`src/design/csma_pkg.sv`:
```
// Shared constants, register codes and types for the CSMA backoff MAC tick block.
`timescale 1ns / 1ps
`default_nettype none

package csma_pkg;

  localparam int TICK_WIDTH   = 16;
  localparam int ADDR_WIDTH   = 32;
  localparam int HEADER_BYTES = 5;
  localparam int MAX_BACKOFF  = 8;

  localparam int EXP_W   = 4;
  localparam int DRAW_W  = 15;
  localparam int LEN_W   = 8;
  localparam int SLOT_W  = 8;
  localparam int CNT_W   = 8;
  localparam int CFG_IDX_W  = 3;
  localparam int CFG_DATA_W = 32;

  localparam int PROD_W = DRAW_W + SLOT_W;
  localparam int DUE_W  = ((PROD_W > TICK_WIDTH) ? PROD_W : TICK_WIDTH) + 1;

  localparam logic [CFG_IDX_W-1:0] REG_OWN_ADDR   = 3'd0;
  localparam logic [CFG_IDX_W-1:0] REG_BCAST_ADDR = 3'd1;
  localparam logic [CFG_IDX_W-1:0] REG_MCAST_ADDR = 3'd2;
  localparam logic [CFG_IDX_W-1:0] REG_BACKOFF_INIT = 3'd3;
  localparam logic [CFG_IDX_W-1:0] REG_SLOT_TICKS = 3'd4;
  localparam logic [CFG_IDX_W-1:0] REG_BUSY_THRESH = 3'd5;

  localparam logic [ADDR_WIDTH-1:0] BCAST_RESET = '1;
  localparam logic [SLOT_W-1:0]     SLOT_RESET  = 8'd1;
  localparam logic signed [7:0]     THRESH_RESET = -8'sd56;

  typedef struct packed {
    logic             indication;
    logic [LEN_W-1:0] payload_length;
    logic [LEN_W-1:0] level;
  } rx_result_t;

  typedef struct packed {
    logic             start;
    logic [LEN_W-1:0] frame_length;
    logic [CNT_W-1:0] attempts;
  } tx_result_t;

  typedef struct packed {
    logic             load;
    logic [EXP_W-1:0] value;
  } exp_load_t;

endpackage

`default_nettype wire

```
`src/design/csma_rx_filter.sv`:
```
// Receive address filter and payload length for one tick.
`timescale 1ns / 1ps
`default_nettype none

module csma_rx_filter (
  input  wire logic                           frame_valid,
  input  wire logic [csma_pkg::ADDR_WIDTH-1:0] destination,
  input  wire logic [csma_pkg::LEN_W-1:0]     frame_length,
  input  wire logic [csma_pkg::LEN_W-1:0]     signal_level,
  input  wire logic [csma_pkg::ADDR_WIDTH-1:0] own_address,
  input  wire logic [csma_pkg::ADDR_WIDTH-1:0] broadcast_address,
  input  wire logic [csma_pkg::ADDR_WIDTH-1:0] multicast_address,
  output csma_pkg::rx_result_t                result
);
  import csma_pkg::*;

  localparam logic [LEN_W-1:0] HDR = LEN_W'(HEADER_BYTES);

  logic hit;

  assign hit = frame_valid && (destination == own_address ||
                               destination == broadcast_address ||
                               destination == multicast_address);

  always_comb begin
    result.indication     = hit;
    result.payload_length = '0;
    result.level          = '0;
    if (hit) begin
      result.payload_length = (frame_length > HDR) ? (frame_length - HDR) : '0;
      result.level          = signal_level;
    end
  end

endmodule

`default_nettype wire

```
`src/design/csma_tx_ctrl.sv`:
```
// Transmit attempt, carrier sense and binary exponential backoff state.
`timescale 1ns / 1ps
`default_nettype none

module csma_tx_ctrl (
  input  wire logic                         clk,
  input  wire logic                         rst,
  input  wire logic                         advance,
  input  wire logic                         send_request,
  input  wire logic [csma_pkg::LEN_W-1:0]   send_payload_length,
  input  wire logic                         idle,
  input  wire logic [csma_pkg::DRAW_W-1:0]  random_draw,
  input  wire logic [csma_pkg::SLOT_W-1:0]  slot_ticks,
  input  wire csma_pkg::exp_load_t          exp_load,
  output csma_pkg::tx_result_t              result
);
  import csma_pkg::*;

  localparam logic [EXP_W:0] EXP_MAX = (EXP_W+1)'(MAX_BACKOFF);

  logic [TICK_WIDTH-1:0] tick_count, tick_count_next;
  logic [EXP_W-1:0]      backoff_exponent, backoff_exponent_next;
  logic [TICK_WIDTH-1:0] backoff_due_tick, backoff_due_tick_next;
  logic                  backoff_armed, backoff_armed_next;
  logic                  listening, listening_next;
  logic [CNT_W-1:0]      attempts, attempts_next;
  logic [LEN_W-1:0]      pending_frame_length, pending_frame_length_next;

  logic [LEN_W:0]        req_len;
  logic                  armed_a, listen_a, fire, attempt;
  logic [EXP_W:0]        exp_inc;
  logic [DRAW_W-1:0]     slots;
  logic [PROD_W-1:0]     product;
  logic [DUE_W-1:0]      due_sum;

  // A pending attempt is always consumed within the tick that raises it,
  // so it needs no register: it is the request or the timer firing.
  always_comb begin
    req_len  = {1'b0, send_payload_length} + (LEN_W+1)'(HEADER_BYTES);
    armed_a  = send_request ? 1'b0 : backoff_armed;
    listen_a = send_request ? 1'b0 : listening;
    attempts_next = send_request ? '0 : attempts;
    pending_frame_length_next = pending_frame_length;
    if (send_request) begin
      pending_frame_length_next = req_len[LEN_W] ? '1 : req_len[LEN_W-1:0];
    end

    fire    = armed_a && (backoff_due_tick == tick_count);
    attempt = send_request || fire;
    backoff_armed_next    = fire ? 1'b0 : armed_a;
    backoff_exponent_next = backoff_exponent;
    listening_next        = listen_a;
    exp_inc = {1'b0, backoff_exponent} + (EXP_W+1)'(1);

    result.start        = 1'b0;
    result.frame_length = '0;
    if (attempt) begin
      attempts_next = attempts_next + CNT_W'(1);
      if (idle) begin
        listening_next      = 1'b0;
        result.start        = 1'b1;
        result.frame_length = pending_frame_length_next;
      end else begin
        backoff_exponent_next = (exp_inc > EXP_MAX) ? EXP_MAX[EXP_W-1:0]
                                                    : exp_inc[EXP_W-1:0];
        listening_next = 1'b1;
      end
    end

    slots   = random_draw >> (EXP_W'(DRAW_W) - backoff_exponent_next);
    product = PROD_W'(slots) * PROD_W'(slot_ticks);
    due_sum = DUE_W'(product) + DUE_W'(tick_count) + DUE_W'(1);
    backoff_due_tick_next = backoff_due_tick;
    if (!result.start && listening_next && idle) begin
      listening_next        = 1'b0;
      backoff_due_tick_next = due_sum[TICK_WIDTH-1:0];
      backoff_armed_next    = 1'b1;
    end

    tick_count_next = tick_count + TICK_WIDTH'(1);
    result.attempts = attempts_next;
  end

  always_ff @(posedge clk) begin
    if (rst) begin
      tick_count           <= '0;
      backoff_exponent     <= '0;
      backoff_due_tick     <= '0;
      backoff_armed        <= 1'b0;
      listening            <= 1'b0;
      attempts             <= '0;
      pending_frame_length <= '0;
    end else if (exp_load.load) begin
      backoff_exponent <= exp_load.value;
    end else if (advance) begin
      tick_count           <= tick_count_next;
      backoff_exponent     <= backoff_exponent_next;
      backoff_due_tick     <= backoff_due_tick_next;
      backoff_armed        <= backoff_armed_next;
      listening            <= listening_next;
      attempts             <= attempts_next;
      pending_frame_length <= pending_frame_length_next;
    end
  end

endmodule

`default_nettype wire

```
`src/design/csma_backoff_mac_tick.sv`:
```
// Top level of the CSMA backoff MAC tick block: config, input and result registers.
//
//   port group   direction  handshake            payload
//   in_*         sink       in_valid/in_stall    one tick request
//   out_*        source     out_valid/out_stall  one result per tick
//   cfg_*        sink       cfg_valid/cfg_ready  cfg_index, cfg_data
//
// Each request is latched in the input register, processed combinationally against
// the MAC state and written to the result register; one request per cycle while
// out_stall is low. A stalled result holds the input register and stalls the input
// side only when both are full. Reset (rst, synchronous) loads the register reset
// values and clears control state, not data registers; cfg_ready is always high.
`timescale 1ns / 1ps
`default_nettype none

module csma_backoff_mac_tick (
  input  wire logic                              clk,
  input  wire logic                              rst,
  input  wire logic                              in_valid,
  output logic                                   in_stall,
  input  wire logic                              send_request,
  input  wire logic [csma_pkg::LEN_W-1:0]        send_payload_length,
  input  wire logic signed [7:0]                 channel_rssi,
  input  wire logic [csma_pkg::DRAW_W-1:0]       random_draw,
  input  wire logic                              rx_frame_valid,
  input  wire logic [csma_pkg::ADDR_WIDTH-1:0]   rx_destination,
  input  wire logic [csma_pkg::LEN_W-1:0]        rx_frame_length,
  input  wire logic [csma_pkg::LEN_W-1:0]        rx_signal_level,
  output logic                                   out_valid,
  input  wire logic                              out_stall,
  output logic                                   rx_indication,
  output logic [csma_pkg::LEN_W-1:0]             rx_payload_length,
  output logic [csma_pkg::LEN_W-1:0]             rx_level_out,
  output logic                                   tx_start,
  output logic [csma_pkg::LEN_W-1:0]             tx_frame_length,
  output logic [csma_pkg::CNT_W-1:0]             attempt_count,
  input  wire logic                              cfg_valid,
  output logic                                   cfg_ready,
  input  wire logic [csma_pkg::CFG_IDX_W-1:0]    cfg_index,
  input  wire logic [csma_pkg::CFG_DATA_W-1:0]   cfg_data
);
  import csma_pkg::*;

  // configuration registers
  logic [ADDR_WIDTH-1:0] own_address, broadcast_address, multicast_address;
  logic [SLOT_W-1:0]     slot_ticks;
  logic signed [7:0]     busy_threshold;
  logic                  cfg_write;
  exp_load_t             exp_load;

  // input register
  logic                  in_full;
  logic                  q_send_request;
  logic [LEN_W-1:0]      q_send_payload_length;
  logic signed [7:0]     q_channel_rssi;
  logic [DRAW_W-1:0]     q_random_draw;
  logic                  q_rx_frame_valid;
  logic [ADDR_WIDTH-1:0] q_rx_destination;
  logic [LEN_W-1:0]      q_rx_frame_length;
  logic [LEN_W-1:0]      q_rx_signal_level;

  logic       advance, in_take, idle;
  rx_result_t rx_res;
  tx_result_t tx_res;

  assign cfg_ready = 1'b1;
  assign cfg_write = cfg_valid && cfg_ready;

  always_ff @(posedge clk) begin
    if (rst) begin
      own_address       <= '0;
      broadcast_address <= BCAST_RESET;
      multicast_address <= '0;
      slot_ticks        <= SLOT_RESET;
      busy_threshold    <= THRESH_RESET;
    end else if (cfg_write) begin
      unique case (cfg_index)
        REG_OWN_ADDR:    own_address       <= cfg_data[ADDR_WIDTH-1:0];
        REG_BCAST_ADDR:  broadcast_address <= cfg_data[ADDR_WIDTH-1:0];
        REG_MCAST_ADDR:  multicast_address <= cfg_data[ADDR_WIDTH-1:0];
        REG_SLOT_TICKS:  slot_ticks        <= cfg_data[SLOT_W-1:0];
        REG_BUSY_THRESH: busy_threshold    <= cfg_data[7:0];
        default: ;
      endcase
    end
  end

  // the initial exponent only matters at the moment it is written
  assign exp_load.load  = cfg_write && (cfg_index == REG_BACKOFF_INIT);
  assign exp_load.value = cfg_data[EXP_W-1:0];

  assign advance  = in_full && (!out_valid || !out_stall);
  assign in_stall = in_full && !advance;
  assign in_take  = in_valid && !in_stall;

  always_ff @(posedge clk) begin
    if (rst) begin
      in_full <= 1'b0;
    end else if (in_take) begin
      in_full <= 1'b1;
    end else if (advance) begin
      in_full <= 1'b0;
    end
  end

  always_ff @(posedge clk) begin
    if (in_take) begin
      q_send_request        <= send_request;
      q_send_payload_length <= send_payload_length;
      q_channel_rssi        <= channel_rssi;
      q_random_draw         <= random_draw;
      q_rx_frame_valid      <= rx_frame_valid;
      q_rx_destination      <= rx_destination;
      q_rx_frame_length     <= rx_frame_length;
      q_rx_signal_level     <= rx_signal_level;
    end
  end

  assign idle = q_channel_rssi < busy_threshold;

  csma_rx_filter u_rx_filter (
    .frame_valid       (q_rx_frame_valid),
    .destination       (q_rx_destination),
    .frame_length      (q_rx_frame_length),
    .signal_level      (q_rx_signal_level),
    .own_address       (own_address),
    .broadcast_address (broadcast_address),
    .multicast_address (multicast_address),
    .result            (rx_res)
  );

  csma_tx_ctrl u_tx_ctrl (
    .clk                 (clk),
    .rst                 (rst),
    .advance             (advance),
    .send_request        (q_send_request),
    .send_payload_length (q_send_payload_length),
    .idle                (idle),
    .random_draw         (q_random_draw),
    .slot_ticks          (slot_ticks),
    .exp_load            (exp_load),
    .result              (tx_res)
  );

  always_ff @(posedge clk) begin
    if (rst) begin
      out_valid <= 1'b0;
    end else if (advance) begin
      out_valid <= 1'b1;
    end else if (!out_stall) begin
      out_valid <= 1'b0;
    end
  end

  always_ff @(posedge clk) begin
    if (advance) begin
      rx_indication     <= rx_res.indication;
      rx_payload_length <= rx_res.payload_length;
      rx_level_out      <= rx_res.level;
      tx_start          <= tx_res.start;
      tx_frame_length   <= tx_res.frame_length;
      attempt_count     <= tx_res.attempts;
    end
  end

endmodule

`default_nettype wire
```
`config.mk`:
```
export PLATFORM = sky130hd
export DESIGN_NAME = csma_backoff_mac_tick
export DESIGN_NICKNAME = d
export VERILOG_FILES = /design/src/design/csma_pkg.sv /design/src/design/csma_rx_filter.sv /design/src/design/csma_tx_ctrl.sv /design/src/design/csma_backoff_mac_tick.sv
export SDC_FILE = /design/constraint.sdc
export NUM_CORES = 1
export LEC_CHECK = 0
export BUFFER_PORTS_ARGS = -buffer_cell sky130_fd_sc_hd__buf_4
export CAP_MARGIN = 40
export CORE_MARGIN = 4
export CORE_UTILIZATION = 50
export CTS_CLUSTER_SIZE = 40
export DETAILED_ROUTE_END_ITERATION = 8
export PLACE_DENSITY_LB_ADDON = 0.15
export SYNTH_ARGS = -nofsm -noshare
export SYNTH_HDL_FRONTEND = slang
export SYNTH_SLANG_ARGS = --single-unit
```
`constraint.sdc`:
```
create_clock -name clk -period 8 [get_ports clk]
set_input_delay 1.2 -clock clk [delete_from_list [all_inputs] [get_ports clk]]
set_output_delay 1.2 -clock clk [all_outputs]
set_load 0.03 [all_outputs]
```
Word level (Yosys, flattened, before mapping)
Index checks and enable logic that the tools add are counted.
{"block": "op_classes", "add_sub_neg": 8, "bitwise": 1, "order_cmp": 3, "shift": 1, "n_eq_ne": 10, "n_reduce_logical": 29, "muxes": 22, "mul": 1}
{"op": "== test 32 bit", "count": 3}
{"op": "adder 16 x 1 -> 16 bit (second input constant)", "count": 2}
{"op": "two-way mux 8 bit", "count": 4}
{"op": "two-way mux 4 bit", "count": 5}
{"op": "two-way mux 9 bit", "count": 2}
{"op": "adder 16 bit", "count": 1}
{"op": "== test 16 bit", "count": 1}
{"op": "multiplier 15 x 8 -> 16 bit", "count": 1}
{"op": "AND reduction 2 bit", "count": 8}
{"op": ">> shifter 15 x 4 -> 15 bit", "count": 1}
{"op": "two-way mux 1 bit", "count": 11}
{"op": "adder 8 x 3 -> 9 bit (second input constant)", "count": 1}
{"op": "adder 8 x 1 -> 8 bit (second input constant)", "count": 1}
{"op": "> comparator 8 x 3 -> 1 bit (second input constant)", "count": 1}
{"op": "logical AND 1 bit", "count": 8}
{"op": "< comparator 8 bit", "count": 1}
{"op": "subtractor 8 x 3 -> 8 bit (second input constant)", "count": 1}
{"op": "== test 3 x 2 -> 1 bit (second input constant)", "count": 2}
{"op": "== test 3 bit (second input constant)", "count": 2}
{"op": "adder 4 x 1 -> 5 bit (second input constant)", "count": 1}
{"op": "> comparator 5 x 4 -> 1 bit (second input constant)", "count": 1}
{"op": "zero test 1 bit", "count": 5}
{"op": "logical OR 1 bit", "count": 4}
{"op": "nonzero test 2 bit", "count": 2}
{"op": "other kinds (6)", "count": 6}
{"block": "word_totals", "in_bits": 121, "output_inout_bits": 37, "elab_cells": 103, "register_bits": 283}

Depth between registers and ports, before layout
Gate-level depths: netlist of run 1.
{"block": "depth", "depth_word": 10, "depth_mapped": 33, "ltp_nobuf": 32}

By module
From an unflattened synthesis of run 1, not the netlist that was laid out.
{"block": "unflattened", "cells_unflattened": 1654, "hier_area_um2": 15746.4}
{"mod": "csma_backoff_mac_tick", "cells_each": 644, "seq_area_each_um2": 5735.5, "n_inst": 1, "area_each_um2": 7702.4}
{"mod": "csma_tx_ctrl", "cells_each": 823, "seq_area_each_um2": 1081.0, "n_inst": 1, "area_each_um2": 6593.8}
{"mod": "csma_rx_filter", "cells_each": 187, "seq_area_each_um2": 0.0, "n_inst": 1, "area_each_um2": 1450.1}

Worst setup path before layout of run 1
OpenSTA, ideal clock, no wires.
{"block": "synth_path", "kind": "register to register", "start": "reg u_tx_ctrl.tick_count[0]", "end": "reg u_tx_ctrl.backoff_due_tick[15]", "n_path_buf": 1, "required_ns": 7.915, "arrival_time_ns": 6.889, "slack_ns": 1.026, "period_less_slack_ns": 6.974, "setup_ns": 0.085, "stages_incl_launch_ff": 31, "path_cell_list": "dfxtp_1 xnor2_1 nand4_2 o41a_1 nor3_4 mux2_4 buf_2 mux2i_1 nand2_1 a21oi_1 a21oi_1 a22o_1 nand2_1 fa_1 inv_1 fa_1 ha_1 inv_1 fa_1 inv_1 ha_1 a21oi_1 o21bai_1 a21oi_1 nor2b_1 o21a_1 o31a_1 o41ai_1 o21ai_0 xor3_1 o31ai_2"}
{"block": "synth_between", "elab_chain_len": 9, "elab_cells_between_ends": 15, "classes_between": "3 x add/sub; 1 x mul; 1 x eq/ne; 1 x shift; 3 x mux; 6 x reduce/logical"}
{"item": "start, declared", "line_no": "csma_tx_ctrl.sv:21", "text": "logic [TICK_WIDTH-1:0] tick_count, tick_count_next;"}
{"item": "start signal, assigned", "line_no": "csma_tx_ctrl.sv:96", "text": "tick_count <= tick_count_next;"}
{"item": "== test 16 bit", "line_no": "csma_tx_ctrl.sv:48", "text": "fire = armed_a && (backoff_due_tick == tick_count);"}
{"item": "logical AND 1 bit", "line_no": "csma_tx_ctrl.sv:48"}
{"item": "logical OR 1 bit", "line_no": "csma_tx_ctrl.sv:49", "text": "attempt = send_request || fire;"}
{"item": "two-way mux 4 bit", "line_no": "csma_tx_ctrl.sv:57", "text": "if (attempt) begin"}
{"item": "subtractor 4 bit", "line_no": "csma_tx_ctrl.sv:70", "text": "slots = random_draw >> (EXP_W'(DRAW_W) - backoff_exponent_next);"}
{"item": ">> shifter 15 x 4 -> 15 bit", "line_no": "csma_tx_ctrl.sv:70"}
{"item": "multiplier 15 x 8 -> 16 bit", "line_no": "csma_tx_ctrl.sv:71", "text": "product = PROD_W'(slots) * PROD_W'(slot_ticks);"}
{"item": "adder 16 bit", "line_no": "csma_tx_ctrl.sv:72", "text": "due_sum = DUE_W'(product) + DUE_W'(tick_count) + DUE_W'(1);"}
{"item": "adder 16 x 1 -> 16 bit", "line_no": "csma_tx_ctrl.sv:72"}
{"item": "end signal, assigned", "line_no": "csma_tx_ctrl.sv:98", "text": "backoff_due_tick <= backoff_due_tick_next;"}
{"item": "end, declared", "line_no": "csma_tx_ctrl.sv:23", "text": "logic [TICK_WIDTH-1:0] backoff_due_tick, backoff_due_tick_next;"}
Several ways; a longest one is shown, not always the timed one.
A chain may end at the register's enable or synchronous reset.

Worst setup path in the final report of run 1
{"block": "layout_path", "start": "reg u_tx_ctrl.tick_count[2]", "end": "reg u_tx_ctrl.backoff_due_tick[15]"}
The elaborated chain is that of the path after synthesis.

==> impl_metrics.tcl, run 1 <==
set metrics [dict create \
    status "complete, no violations" \
    crit_fanout 8 \
    avgSynthCellArea_um2 9.432 \
    final_cell_area_um2 18500 \
    ys_top_cells_by_area "edfxtp_1 (22%), dfxtp_1 (21%), fa_1 (9.4%)" \
    hold_viol_final 0 \
    drive_gt1_frac 0.1404 \
    maxCapViolCount 0 \
    synthMostInstantiatedCell "nand2_1" \
    clockBufferDepth 3 \
    required_ns 8.49 \
    pwr-share-comb 0.128 \
    grt_overflow 0 \
    worst_slew_pin_slew_ns 0.9242 \
    yosysSeqAreaShare 0.4309 \
    synthCells 1677 \
    max-slew-margin-rel 0.3752 \
    io_pins 158 \
    yosys_warnings 0 \
    p_int_mw 2.514 \
    worst_ep_arrival_time_ns 8.01 \
    hp-class "flop to flop" \
    syn_area_um2 15820 \
    cts_tree "done" \
    die_area_um2 34550 \
    drtIter0Drc 744 \
    antenna_found_initial 0 \
    max_freq_mhz 132.9 \
    switching_share 0.2574 \
    drt_wl_total_um 39140 \
    p_leak_nw 7.647 \
    initial_core_util 0.5117 \
    cts_buffers 30 \
    synthTopCellsByCount "nand2_1 (308), dfxtp_1 (168), inv_1 (143), a21oi_1 (128), nor2_1 (116)" \
    cts_max_level 1 \
    die_y_um 185.9 \
    die_w_um 185.9 \
    synth_seq_cells 283 \
    synthArstFlopShare 0 \
    grt_max_degree 79 \
    p_per_area_nw_per_um2 183.1 \
    grt_use_total 0.2251 \
    dp_slack_ns 0.01222 \
    worst_slack_ns 0.4730 \
    period_share 0.9409 \
    synthToLayoutAreaGrowth_pct 16.93 \
    synth.top_cell.area_share 0.2183 \
    pwr-share-clk 0.398 \
    nets 2056 \
    report.final.slew_viol_count 0 \
    dr.pass1.iters 5 \
    min_period_ns 7.527 \
    cts_root_buf "clkbuf_16" \
    drc_errors 0 \
    crit_path_end_kind "flop" \
    cp-start-kind "flop" \
    synth_top_area_cell "edfxtp_1" \
    placed_cell_area_um2 17420 \
    setup.worst_path.class "flop to flop" \
    num_vias 11980 \
    cts_sinks 283 \
    detail_route.vias_per_cell 5.344 \
    antenna_cells 0 \
    wl_per_cell_um 17.47 \
    clock_skew_ns 0.02664 \
    peakVddDrop_v 0.0001736 \
    gp_congestion 0.9335 \
    setup_viol 0 \
    insertion_delay_ns 0.57 \
    synthDistinctLibCells 70 \
    core_um2 30910 \
    p_switching_uw 871.5 \
    dp_hpwl_um 28680 \
    grt_pass1_wl_um 62150 \
    drtAntennaViolNets 0 \
    seq_power_share 0.474 \
    clk_pin_slew_worst_paths_ns 0.06 \
    synthesis.nets 1912 \
    synth_ff_type "dfxtp_1" \
    synth-edff-count 115 \
    grt_pass1_vias 11940 \
    place.port_buffers 156 \
    row_count 64 \
]
layout by cell type, fill, tap and decap left out, drive strengths merged, types with 47 or more instances in the layout:
| master | instances |
|---|---|
| xor2 | 103 |
| buf | 183 |
| xnor2 | 58 |
| fa | 74 |
| inv | 146 |
| dfxtp | 168 |
| edfxtp | 115 |
| and2 | 47 |
| nor2 | 117 |
| a21oi | 128 |
| nand2 | 308 |
layout make-up:
class / instances / area, um^2
fill: 2700 / 12410
tap: 396 / 495.5
inverter: 144 / 540.5
clock buffer: 44 / 854.6
sequential: 283 / 6817
timing repair buffer: 183 / 1416
multi-input combinational: 1179 / 8258
clock inverter: 12 / 113.9
path summary, 6_finish.rpt:
path / cells after the start / slack (ns) / from / end
worst max-delay path: 26 / 0.47 / u_tx_ctrl.tick_count[2]$_SDFFE_PP0P_ / u_tx_ctrl.backoff_due_tick[15]$_SDFFE_PP0P_
worst min-delay path: 2 / 0.46 / busy_threshold[1]$_SDFFE_PP0P_ / busy_threshold[1]$_SDFFE_PP0P_
worst max register to register: 26 / 0.47 / u_tx_ctrl.tick_count[2]$_SDFFE_PP0P_ / u_tx_ctrl.backoff_due_tick[15]$_SDFFE_PP0P_
worst min register to register: 2 / 0.46 / busy_threshold[1]$_SDFFE_PP0P_ / busy_threshold[1]$_SDFFE_PP0P_
power groups by stage:
stage          sequential, mW  clock, mW  combinational, mW
2_1_floorplan            1.64          0              0.248
3_3_place_gp             1.63          0              0.411
3_5_place_dp             1.63          0              0.422
4_1_cts                  1.60       1.38              0.424
5_1_grt                  1.61       1.45              0.478
6_report                 1.60       1.35              0.434
flip-flops by register name (all words and copies together), names as in the netlist, 4 cells and up:
signal and count:
attempt_count 8, broadcast_address 32, busy_threshold 8, multicast_address 32, own_address 32, q_channel_rssi 8, q_random_draw 15, q_rx_destination 32
q_rx_frame_length 8, q_rx_signal_level 8, q_send_payload_length 8, rx_level_out 8, rx_payload_length 8, slot_ticks 8, tx_frame_length 8, u_tx_ctrl.attempts 8
u_tx_ctrl.backoff_due_tick 16, u_tx_ctrl.backoff_exponent 4, u_tx_ctrl.pending_frame_length 8, u_tx_ctrl.tick_count 16
worst max-delay path, cell delays in order, from the launching register on:
cell and delay, ns:
dfxtp_1 0.34, xnor2_1 0.27, nand4_1 0.25, o41a_1 0.62
nor3_4 0.33, mux2_4 0.30, buf_4 0.14, mux2_2 0.37
or3_1 0.33, o21ai_2 0.18, nand2_1 0.12, fa_1 0.51
inv_1 0.05, fa_1 0.49, inv_1 0.05, fa_1 0.48
fa_1 0.49, inv_1 0.05, ha_1 0.28, a21oi_1 0.21
nor2b_1 0.08, o21a_1 0.19, o31a_1 0.31, o41ai_4 0.27
o21ai_0 0.15, xor3_1 0.39, o31ai_2 0.18
repair_timing:
action / in CTS / in global routing
hold buffers: 0 / 0
setup buffers: 0 / 8
resized for setup: 0 / 6
endpoints found under the setup margin: 0 / 3
through the flow:
stage          power, mW    util  instances  hold slack [ns]  setup TNS, ns
2_1_floorplan      1.885       -       1677           0.4315              0
3_3_place_gp       2.045  0.5613       2172           0.4431              0
3_5_place_dp       2.057  0.5636       2176           0.4517              0
4_1_cts            3.405  0.5950       2232           0.4600              0
5_1_grt            3.536  0.5984       2241           0.4795      -0.009043
6_report           3.386  0.5984       2241           0.4605              0
cell families (layout without fill, tap and decap cells):
family | Yosys count | after routing | share of synthesized area
and+or+nand+nor | 651 | 651 | 0.1937
DFF | 283 | 283 | 0.4309
buffers and inverters | 216 | 383 | 0.05165
AOI/OAI and AO/OA | 211 | 211 | 0.07886
xor gates and xnor gates | 163 | 163 | 0.09255
adders and majority gates | 114 | 114 | 0.1253
muxes | 38 | 39 | 0.02674
other | 1 | 1 | 0.0002371
per-layer routing:
layer	global-route usage	wire, um
met1	0.2953	16460
met2	0.3895	19400
met3	0.02912	1998
met4	0.07082	1287
met5	0	0
No activity file was read; power rests on OpenSTA's default activity.
==> inputs of run 2 (changes only) <==
--- a/config.mk
+++ b/config.mk
@@ -5,6 +5,7 @@
 export SDC_FILE = /design/constraint.sdc
 export NUM_CORES = 1
 export LEC_CHECK = 0
+export ABC_AREA = 1
 export BUFFER_PORTS_ARGS = -buffer_cell sky130_fd_sc_hd__buf_4
 export CAP_MARGIN = 40
 export CORE_MARGIN = 4
==> impl_metrics.tcl, run 2 <==
set metrics [dict create \
    hold_viol_final 0 \
    required_ns 8.46 \
    synthMostInstantiatedCell "nand2_1" \
    mostFrequentLayoutCell "nand2_1" \
    gp_congestion 0.9216 \
    syn_area_um2 15730 \
    rsz0062_at_grt "no" \
    synth.top_cell.area_share 0.2196 \
    cts_root_buf "clkbuf_16" \
    final-seq-area_um2 6817 \
    io_pins 158 \
    grt_use_total 0.2246 \
    cts_max_level 1 \
    period_share 0.8790 \
    p_per_area_nw_per_um2 187.7 \
    nets 2241 \
    die_y_um 185.4 \
    worst_ep_arrival_time_ns 7.49 \
    grt_max_degree 93 \
    report.final.slew_viol_count 0 \
    setup.worst_path.class "flop to flop" \
    drive_gt1_frac 0.1364 \
    synth_seq_cells 283 \
    place.port_buffers 156 \
    grt_pass1_vias 12640 \
    setup_viol 0 \
    synthTopCellsByCount "nand2_1 (327), inv_1 (256), nor2_1 (247), dfxtp_1 (168), o21ai_0 (138)" \
    status "complete, no violations" \
    cp-start-kind "flop" \
    fin_setup_tns_ns 0 \
    cts_resized 0 \
    cts_buffers 31 \
    synthArstFlopShare 0 \
    postCtsSetupRepairBufs 0 \
    antenna_found_initial 0 \
    ctsHoldBuffers 0 \
    clk_pin_slew_worst_paths_ns 0.06 \
    drtIter0Drc 755 \
    final_core_util 0.5959 \
    synth_top_area_cell "edfxtp_1" \
    hp-class "flop to flop" \
    min_period_ns 7.032 \
    yosysSeqAreaShare 0.4334 \
    fillers 2720 \
    cpMaxStageDelayCell "fa_1" \
    maxCapViolCount 0 \
    cpLargestDelayFamily "adder cells" \
    detail_route.vias_per_cell 5.168 \
    antenna_cells 0 \
    p_leak_nw 8.216 \
    max_freq_mhz 142.2 \
    crit_top_cell "nand2_1" \
    critPathBufInv 9 \
    wl_per_cell_um 15.90 \
    grt_pass1_wl_um 62540 \
    synthDistinctLibCells 51 \
    synthToLayoutAreaGrowth_pct 16.81 \
    grt_overflow 0 \
    synth_ff_type "dfxtp_1" \
    drc_errors 0 \
    crit_fanout 21 \
    ys_top_cells_by_area "edfxtp_1 (22%), dfxtp_1 (21%), fa_1 (9.4%)" \
    peakVddDrop_v 0.0001802 \
    power.total_mw 3.448 \
    clock_skew_ns 0.01653 \
    dp_slack_ns 1.018 \
    worst_slew_pin_slew_ns 0.8180 \
    cts_sinks 283 \
    multi_input_area_um2 7659 \
    avgSynthCellArea_um2 8.446 \
    die_area_um2 34350 \
    max-slew-margin-rel 0.4541 \
    insertion_delay_ns 0.57 \
    synth-edff-count 115 \
    row_count 64 \
    initial_core_util 0.5101 \
    dr.pass1.iters 5 \
    cp_slowest_stage_delay_ns 0.49 \
    worst_slack_ns 0.9679 \
    crit_path_end_kind "flop" \
    die_w_um 185.4 \
    final_cell_mix "nand2_1 (327), inv_1 (255), nor2_1 (243), dfxtp_1 (168), buf_4 (164)" \
    drt_wl_total_um 38580 \
    num_vias 12540 \
    cts_tree "done" \
    drtAntennaViolNets 0 \
    dp_hpwl_um 28980 \
    yosys_warnings 0 \
    core_um2 30830 \
    clockBufferDepth 3 \
    synthesis.nets 2097 \
    synthCells 1862 \
]
-- run 2: changes by cell type after synthesis, sizes merged, moves of 22 or more --
cell / previous run / this run
o21ai: 25 / 139
nand2: 308 / 335
nand3: 14 / 96
nand3b: 38 / 3
xor2: 103 / 29
nor2: 117 / 252
nor4: 30 / 7
a21oi: 128 / 83
clkbuf: 67 / 45
mux2i: 28 / 0
and2: 47 / 1
inv: 144 / 266
-- run 2: logic make-up (layout without fill, tap and decap cells) --
kind of cell             count (synthesis)  count (layout)  share of synthesized area
AO/OA/AOI/OAI                          256             256                    0.08736
other                                    1               1                  0.0002385
buffers and inverters                  331             500                    0.08091
AND/OR/NAND/NOR                        770             770                     0.2124
adder cells (fa/ha/maj)                114             114                     0.1260
XOR/XNOR                               107             107                    0.05959
flip-flops                             283             283                     0.4334
-- run 2: tightest hold or removal path, stage by stage (launching register included) --
cell     delay (ns)
dfxtp_1        0.29
inv_1          0.06
a21oi_1        0.06
-- run 2: cell type report --
type	count	share of cell area
clock buffers	49	0.05088
clock inverters	9	0.004836
inverters	273	0.05592
multi-input cells	1248	0.4169
flip-flops and latches	283	0.3711
well taps	396	0.02697
repair buffers	169	0.07342
-- run 2: path summary, 6_finish.rpt --
path,start,endpoint,slack [ns],cells after the start
worst max-delay path,q_channel_rssi[7]$_DFFE_PP_,u_tx_ctrl.backoff_due_tick[14]$_SDFFE_PP0P_,0.97,41
worst min-delay path,busy_threshold[5]$_SDFFE_PP0P_,busy_threshold[5]$_SDFFE_PP0P_,0.46,2
worst max register to register,q_channel_rssi[7]$_DFFE_PP_,u_tx_ctrl.backoff_due_tick[14]$_SDFFE_PP0P_,0.97,41
worst min register to register,busy_threshold[5]$_SDFFE_PP0P_,busy_threshold[5]$_SDFFE_PP0P_,0.46,2
-- run 2: metrics by stage --
stage	cell area [um^2]	hold WS, ns	std cells
2_1_floorplan	15730	0.4355	1862
3_3_place_gp	17230	0.4482	2364
3_5_place_dp	17350	0.4533	2369
4_1_cts	18370	0.4626	2427
5_1_grt	18370	0.4749	2427
6_report	18370	0.4622	2427
-- run 2: power by group --
group | internal, mW | switching, mW
Sequential | 1.57 | 0.0447
Clock | 0.834 | 0.574
Combinational | 0.164 | 0.263
-- run 2: per-layer routing --
layer	vias up	global-route usage	routed length, um
met5	-	0	0
li1	6246	-	-
met1	5879	0.2808	15910
met2	336	0.3958	19230
met3	82	0.03044	1932
met4	0	0.08544	1505
